===== src/eyv_pkg.sv =====
// Package for the Euler YXZ view matrix core: widths, fixed-point constants
// and the shared Q2.14 product helper. No dependencies.
package eyv_pkg;

   localparam int AngW  = 16;
   localparam int EntW  = 16;
   localparam int PosW  = 32;
   localparam int QBits = 14;
   localparam logic signed [17:0] OneQ14  = 18'sd16384;
   localparam logic signed [17:0] HalfQ14 = 18'sd8192;

   // Signed Q2.14 value (range -16384..16384) widened to 18 bits
   typedef logic signed [17:0] q14_type;

   // Rounded Q2.14 product: floor((a*b + 8192) / 2^14)
   function automatic q14_type mul14(input q14_type a, input q14_type b);
      logic signed [35:0] p;
      p = a * b + 36'sd8192;
      return q14_type'(p >>> QBits);
   endfunction

   // Clamp a sum to -16384..16384
   function automatic q14_type clamp_entry(input logic signed [18:0] x);
      q14_type r;
      if (x > 19'sd16384) begin
         r = OneQ14;
      end else if (x < -19'sd16384) begin
         r = -OneQ14;
      end else begin
         r = q14_type'(x);
      end
      return r;
   endfunction

endpackage


===== src/eyv_sine.sv =====
// Pipelined fixed-point sine of a 16-bit turn fraction, four register stages.
// Uses eyv_pkg.
module eyv_sine (
   input  logic                    clock,
   input  logic                    adv,
   input  logic [eyv_pkg::AngW-1:0] ang,
   output eyv_pkg::q14_type        sin_out
);

   logic [14:0] t_in, t1_ff, t2_ff, t3_ff;
   logic [1:0]  q1_ff, q2_ff, q3_ff;
   logic [14:0] tt_in, tt_ff, tt2_ff;
   logic [15:0] y_in, y_ff;
   logic [15:0] yy_in, yy_ff;
   logic [29:0] sq;
   logic [29:0] a1;
   logic [31:0] a2;
   logic [30:0] a3;
   logic [16:0] m;
   eyv_pkg::q14_type s_in;

   // fold the quadrant offset, then square it
   always_comb begin
      t_in  = ang[14] ? (15'd16384 - {1'b0, ang[13:0]}) : {1'b0, ang[13:0]};
      sq    = t_in * t_in + 30'd8192;
      tt_in = sq[28:14];
   end

   // first polynomial step
   always_comb begin
      a1   = tt_ff * 15'd1160 + 30'd8192;
      y_in = 16'd10512 - {3'b0, a1[26:14]};
   end

   // second polynomial step
   always_comb begin
      a2    = tt2_ff * y_ff + 32'd8192;
      yy_in = 16'd25736 - a2[29:14];
   end

   // final product, clamp and sign
   always_comb begin
      a3    = t3_ff * yy_ff + 31'd8192;
      m     = (a3[30:14] > 17'd16384) ? 17'd16384 : a3[30:14];
      s_in  = q3_ff[1] ? -eyv_pkg::q14_type'({1'b0, m}) : eyv_pkg::q14_type'({1'b0, m});
   end

   // advance the stages together
   always_ff @(posedge clock) begin
      if (adv) begin
         t1_ff   <= t_in;
         q1_ff   <= ang[15:14];
         tt_ff   <= tt_in;
         t2_ff   <= t1_ff;
         q2_ff   <= q1_ff;
         y_ff    <= y_in;
         tt2_ff  <= tt_ff;
         t3_ff   <= t2_ff;
         q3_ff   <= q2_ff;
         yy_ff   <= yy_in;
         sin_out <= s_in;
      end
   end

endmodule


===== config.mk =====
export PLATFORM = sky130hd
export DESIGN_NAME = eyv_sine
export DESIGN_NICKNAME = d
export VERILOG_FILES = /design/src/eyv_pkg.sv /design/src/eyv_sine.sv
export SDC_FILE = /design/constraint.sdc
export NUM_CORES = 2
export LEC_CHECK = 0
export ABC_AREA = 1
export BUFFER_PORTS_ARGS = -buffer_cell sky130_fd_sc_hd__buf_2
export CORE_MARGIN = 5
export CORE_UTILIZATION = 30
export DETAILED_ROUTE_END_ITERATION = 12
export PLACE_DENSITY = 0.48
export RECOVER_POWER = 50
export SLEW_MARGIN = 30
export SYNTH_ARGS = -nofsm -noshare
export SYNTH_HDL_FRONTEND = slang
export SYNTH_SLANG_ARGS = --single-unit

===== constraint.sdc =====
create_clock -name clock -period 8.17 [get_ports clock]
set_input_delay 1.634 -clock clock [delete_from_list [all_inputs] [get_ports clock]]
set_output_delay 1.634 -clock clock [all_outputs]
set_load 0.02 [all_outputs]

## After elaboration in Yosys (flattened, before gate mapping)

Index checks and enable logic that the tools add are counted.

| word-level totals | value |
|---|---|
| bits in registers | 131 |
| bits in latches | 0 |
| RAM bits | 0 |
| ROM bits | 0 |
| input port bits | 18 |
| output and inout port bits | 18 |
| logic and storage cells | 28 |
| memories kept | 0 |

| operators by class | value |
|---|---|
| $add $sub $neg | 8 |
| multipliers | 4 |
| div/mod/pow operators | 0 |
| $lt $le $gt $ge | 1 |
| eq/ne operators | 0 |
| shifts and indexed selects | 0 |
| muxes and demuxes | 3 |
| bitwise gates (word level) | 0 |
| reduce and logical (&&, ||, !) cells | 0 |

Operator list:

| operator | number |
|---|---|
| $mux 17 | 2 |
| $add 31x14->31 const B | 1 |
| $mul 15x16->31 | 1 |
| $add 30x14->30 const B | 1 |
| $mul 15x16->30 | 1 |
| $add 29x14->29 const B | 1 |
| $mul 15x15->29 | 1 |
| $add 26x14->27 const B | 1 |
| $mul 15x8->23 const B | 1 |
| $neg 17->18 | 1 |
| $gt 17x15->1 const B | 1 |
| $sub 15x16->16 const A | 1 |
| $mux 15 | 1 |
| $sub 14x13->15 const A | 1 |
| $sub 15x14->15 const A | 1 |

## Depth between registers and ports, before layout

| logic depth | value |
|---|---|
| depth in word-level cells | 6 |
| gate-level depth with buffers | 46 |
| depth with buffers taken out | 42 |

## Worst setup path before layout

Ideal clock, no wire load.

| timing path | value |
|---|---|
| path type | input port to flip-flop |
| start | input ang[0] (netlist name) |
| end | register tt_ff[13], data pin |
| setup time | 0.253 ns |
| data arrival time | 7.808 ns |
| required time | 7.917 ns |
| slack | 0.110 ns |
| cell stages on the path | 35 |
| buffers on the path | 0 |
| cell sequence | clkinv_1 -> ha_1 -> nand2_1 -> nor3_1 -> inv_1 -> nor3_1 -> inv_1 -> nor3_1 -> nand2_1 -> inv_1 -> o21ai_0 -> nand2_1 -> inv_1 -> nor2_1 -> inv_1 -> fa_1 -> inv_1 -> fa_1 -> fa_1 -> fa_1 -> inv_1 -> fa_1 -> inv_1 -> fa_1 -> ha_1 -> a21oi_1 -> o21ai_0 -> a21oi_1 -> inv_1 -> a21oi_1 -> inv_1 -> nand2_1 -> nand3_1 -> nand2_1 -> nand2_1 |

| between the ends | value |
|---|---|
| word-level cells in the longest chain between the ends | 4 |

RTL lines:

| what | line | source |
|---|---|---|
| start: declaration | eyv_sine.sv:6 | `input logic [eyv_pkg::AngW-1:0] ang,` |
| $sub 15x14->15 | eyv_sine.sv:24 | `t_in = ang[14] ? (15'd16384 - {1'b0, ang[13:0]}) : {1'b0, ang[13:0]};` |
| $mux 15 | eyv_sine.sv:24 |  |
| named net t_in[12] | eyv_sine.sv:10 | `logic [14:0] t_in, t1_ff, t2_ff, t3_ff;` |
| $mul 15x15->29 | eyv_sine.sv:25 | `sq = t_in * t_in + 30'd8192;` |
| $add 29x14->29 | eyv_sine.sv:25 |  |
| named net sq[27] | eyv_sine.sv:15 | `logic [29:0] sq;` |
| end signal: assignment | eyv_sine.sv:53 | `tt_ff <= tt_in;` |
| end: declaration | eyv_sine.sv:12 | `logic [14:0] tt_in, tt_ff, tt2_ff;` |

The timed path passes the listed nets, and every way through them passes these cells.
A chain may end at the register's enable or synchronous reset.

## Worst setup path after layout

Same ends and word-level chain as after synthesis.

==> impl_metrics.env <==
export IMPL_grt_ovfl_total=0
export IMPL_cts_buffers=17
export IMPL_cts_buffer_depth=2
export IMPL_finalClockSkew_ps=19.48
export IMPL_drive_gt1_share_pct=5.598
export IMPL_status="finished, violations left"
export IMPL_arrival_ps=7910
export IMPL_grt_pass1_wl_mm=116.9
export IMPL_period_share_pct=94.20
export IMPL_root_buffer="clkbuf_16"
export IMPL_setup_viol=0
export IMPL_coreArea_mm2=0.09459
export IMPL_worst_pin_slew_ps=4022
export IMPL_endpoint_kind="flop"
export IMPL_clock_sinks=126
export IMPL_syn_to_final_growth_pct=9.879
export IMPL_io_pins=36
export IMPL_vias=21190
export IMPL_cap_viol_max_count=2
export IMPL_synth_top_cell_by_area="fa_1"
export IMPL_fp_dieH_um=318.0
export IMPL_hold_class="flop to flop"
export IMPL_place_inst=4805
export IMPL_worst_r2r_setup_slack_ps=580
export IMPL_r2r_start="t3_ff[3]$_DFFE_PP_"
export IMPL_rsz0062_at_grt="no"
export IMPL_syn_inst=3478
export IMPL_grt_total_usage_pct=14.03
export IMPL_required_ps=8380
export IMPL_cpPeakStageDelay_ps=610
export IMPL_totalWireLength_mm=68.61
export IMPL_yosysWarningCount=0
export IMPL_hold_buffers=0
export IMPL_synth_top_area_share_pct=33.90
export IMPL_viasPerCell=4.379
export IMPL_maxSlewHeadroom_pct=-168.1
export IMPL_avgSynthCellArea_um2=8.183
export IMPL_hpwl_mm=58.14
export IMPL_layout_nets=4410
export IMPL_yosys_top_cells_area="fa_1 (34%), ha_1 (15%), edfxtp_1 (13%)"
export IMPL_crit_type="input pin to flop"
export IMPL_ant_nets=0
export IMPL_reg2reg_to="sin_out[12]$_DFFE_PP_"
export IMPL_tritoncts="built"
export IMPL_ys_ff_latch=126
export IMPL_path_max_fanout=7
export IMPL_critPathCapture="tt_ff[13]$_DFFE_PP_"
export IMPL_startpoint_type="input pin"
export IMPL_row_count=113
export IMPL_initial_utilization_pct=30.09
export IMPL_slowest_stage="fa_1"
export IMPL_clkLatencyLatePin_ps=460
export IMPL_cts_clk_slew_worst_paths_ps=60
export IMPL_port_buffers=35
export IMPL_routabilityCongestion=0.8309
export IMPL_period_needed_ps=7696
export IMPL_synth_distinct_cells=46
export IMPL_violations="max-capacitance violations, max-slew violations"
export IMPL_drt_iter0_drc=882
export IMPL_startpoint="ang[0]"
export IMPL_die_w_um=318.0
export IMPL_antenna_found_initial=1
export IMPL_r2r_cells=34
export IMPL_drc=0
export IMPL_max_freq_mhz=129.9
export IMPL_wl_per_cell_um=14.18
export IMPL_yosysSeqAreaShare_pct=13.29
export IMPL_fin_cells=4839
export IMPL_h_tree_depth=4
export IMPL_dieArea_mm2=0.1011
export IMPL_synth_cell_area_mm2=0.02846
export IMPL_grt_max_degree=75
export IMPL_slew_viol_final=129
export IMPL_dr_pass1_iters=7
export IMPL_hold_viol=0
export IMPL_grt_pass1_vias=22900
## critical path, delay by kind of cell
| family | cells | cell delay [ps] |
|---|---|---|
| buf+inv | 11 | 1350 |
| fa+ha+maj | 7 | 3360 |
| simple gates | 8 | 910 |
| compound gates | 5 | 650 |
## cells in the mapped netlist, drive strengths merged
cell type  instances
inv              924
nand2            892
fa               482
ha               349
nor2             173
edfxtp           126
a21oi             99
nand3             85
clkbuf            77
o21ai             61
xor2              59
nor3              26
nand4             21
o21bai            16
xnor2             16
nand3b            15
clkinv             7
a21o               6
nor4               6
a31oi              5
buf                5
o41ai              5
or2                5
o21a               4
a211oi             2
and2               2
conb               2
o211ai             2
or3                2
a221oi             1
and3               1
o211a              1
o31ai              1
## logic make-up after synthesis
family          synth area share (%)
xor+xnor                       2.440
flops                          13.29
buf+inv                        13.42
other cells                  0.02639
fa+ha+maj                      49.25
compound gates                 4.080
simple gates                   17.49
## repair_timing
item | CTS | global route
endpoints found under the setup margin | 0 | 12
gates resized for setup | 0 | 10
buffers inserted | 0 | 2
## metrics by stage
| stage | hold WS, ps | TNS (ps) | util, % | setup WS, ps | instance area (um^2) |
|---|---|---|---|---|---|
| floorplan | 400.3 | 0 | - | 109.5 | 28490 |
| finish | 411.2 | 0 | 33.06 | 473.9 | 31270 |
| detailed placement | 404.5 | -2397 | 32.44 | -272.5 | 30680 |
| global placement | 403.0 | -1667 | 32.44 | -251.2 | 30680 |
| CTS | 411.0 | 0 | 33.06 | 203.0 | 31280 |
| global route | 420.7 | 0 | 33.06 | 13.79 | 31270 |
## routing by layer
| metal | track usage [%] | up-vias | wire [um] |
|---|---|---|---|
| met5 | 0 | - | 0 |
| met2 | 25.06 | 195 | 34310 |
| met1 | 18.69 | 10420 | 32150 |
| met4 | 2.718 | 0 | 847 |
| met3 | 1.285 | 61 | 1307 |
| li1 | - | 10510 | - |
## layout make-up
type,count,area (um^2)
Sequential cell,126,3784
Antenna cell,1,2.502
Clock inverter,14,166.4
Fill cell,10070,63320
Inverter,931,3495
Clock buffer,17,425.4
Timing Repair Buffer,138,890.9
Tap cell,1265,1583
Multi-Input combinational cell,2347,20930
## worst min path at each step
| stage | startpoint | endpoint | slack (ps) | cells after the start |
|---|---|---|---|---|
| 3_3_place_gp | t1_ff[0]$_DFFE_PP_ | t2_ff[0]$_DFFE_PP_ | 400 | 0 |
| 2_1_floorplan | q1_ff[1]$_DFFE_PP_ | q2_ff[1]$_DFFE_PP_ | 400 | 0 |
| 6_report | t2_ff[10]$_DFFE_PP_ | t3_ff[10]$_DFFE_PP_ | 410 | 0 |
| 5_1_grt | t1_ff[13]$_DFFE_PP_ | t2_ff[13]$_DFFE_PP_ | 420 | 0 |
| 3_5_place_dp | q2_ff[1]$_DFFE_PP_ | q3_ff[1]$_DFFE_PP_ | 400 | 0 |
| 4_1_cts | t2_ff[10]$_DFFE_PP_ | t3_ff[10]$_DFFE_PP_ | 410 | 0 |
## state kept, by name, indices dropped and copies added, names as in the netlist, 14 cells and up
signal and count:
sin_out 18, t1_ff 15, t2_ff 15, t3_ff 15, tt2_ff 15, tt_ff 15, y_ff 14, yy_ff 16
## cells in the final DEF (no fill, tap or decap), types with 4 or more instances in the layout
cell | netlist | layout
clkbuf_16 | 0 | 17
a31oi_1 | 5 | 5
nor3_1 | 26 | 24
a21oi_1 | 97 | 95
nand4_1 | 21 | 21
inv_2 | 11 | 11
a21oi_2 | 2 | 4
xor2_1 | 54 | 54
xor2_2 | 5 | 5
nand2_2 | 11 | 11
nand3_1 | 80 | 80
buf_4 | 0 | 94
o21a_1 | 4 | 4
o21bai_1 | 13 | 13
inv_1 | 913 | 913
nor2_2 | 8 | 10
xnor2_1 | 16 | 16
o41ai_1 | 5 | 5
nand3b_1 | 15 | 15
conb_1 | 2 | 10
a21o_1 | 6 | 6
nor4_1 | 6 | 5
o21ai_0 | 44 | 43
nand2_1 | 881 | 881
buf_2 | 2 | 16
edfxtp_1 | 126 | 126
o21ai_2 | 4 | 5
o21ai_1 | 13 | 13
nor2_1 | 164 | 162
ha_1 | 349 | 349
clkbuf_1 | 77 | 28
fa_1 | 482 | 482
nand3_2 | 5 | 5
clkinv_1 | 7 | 9
Power is left out: the tool's default activity adds up to more than one toggle a clock period on the data nets, which glitch-free logic cannot reach.
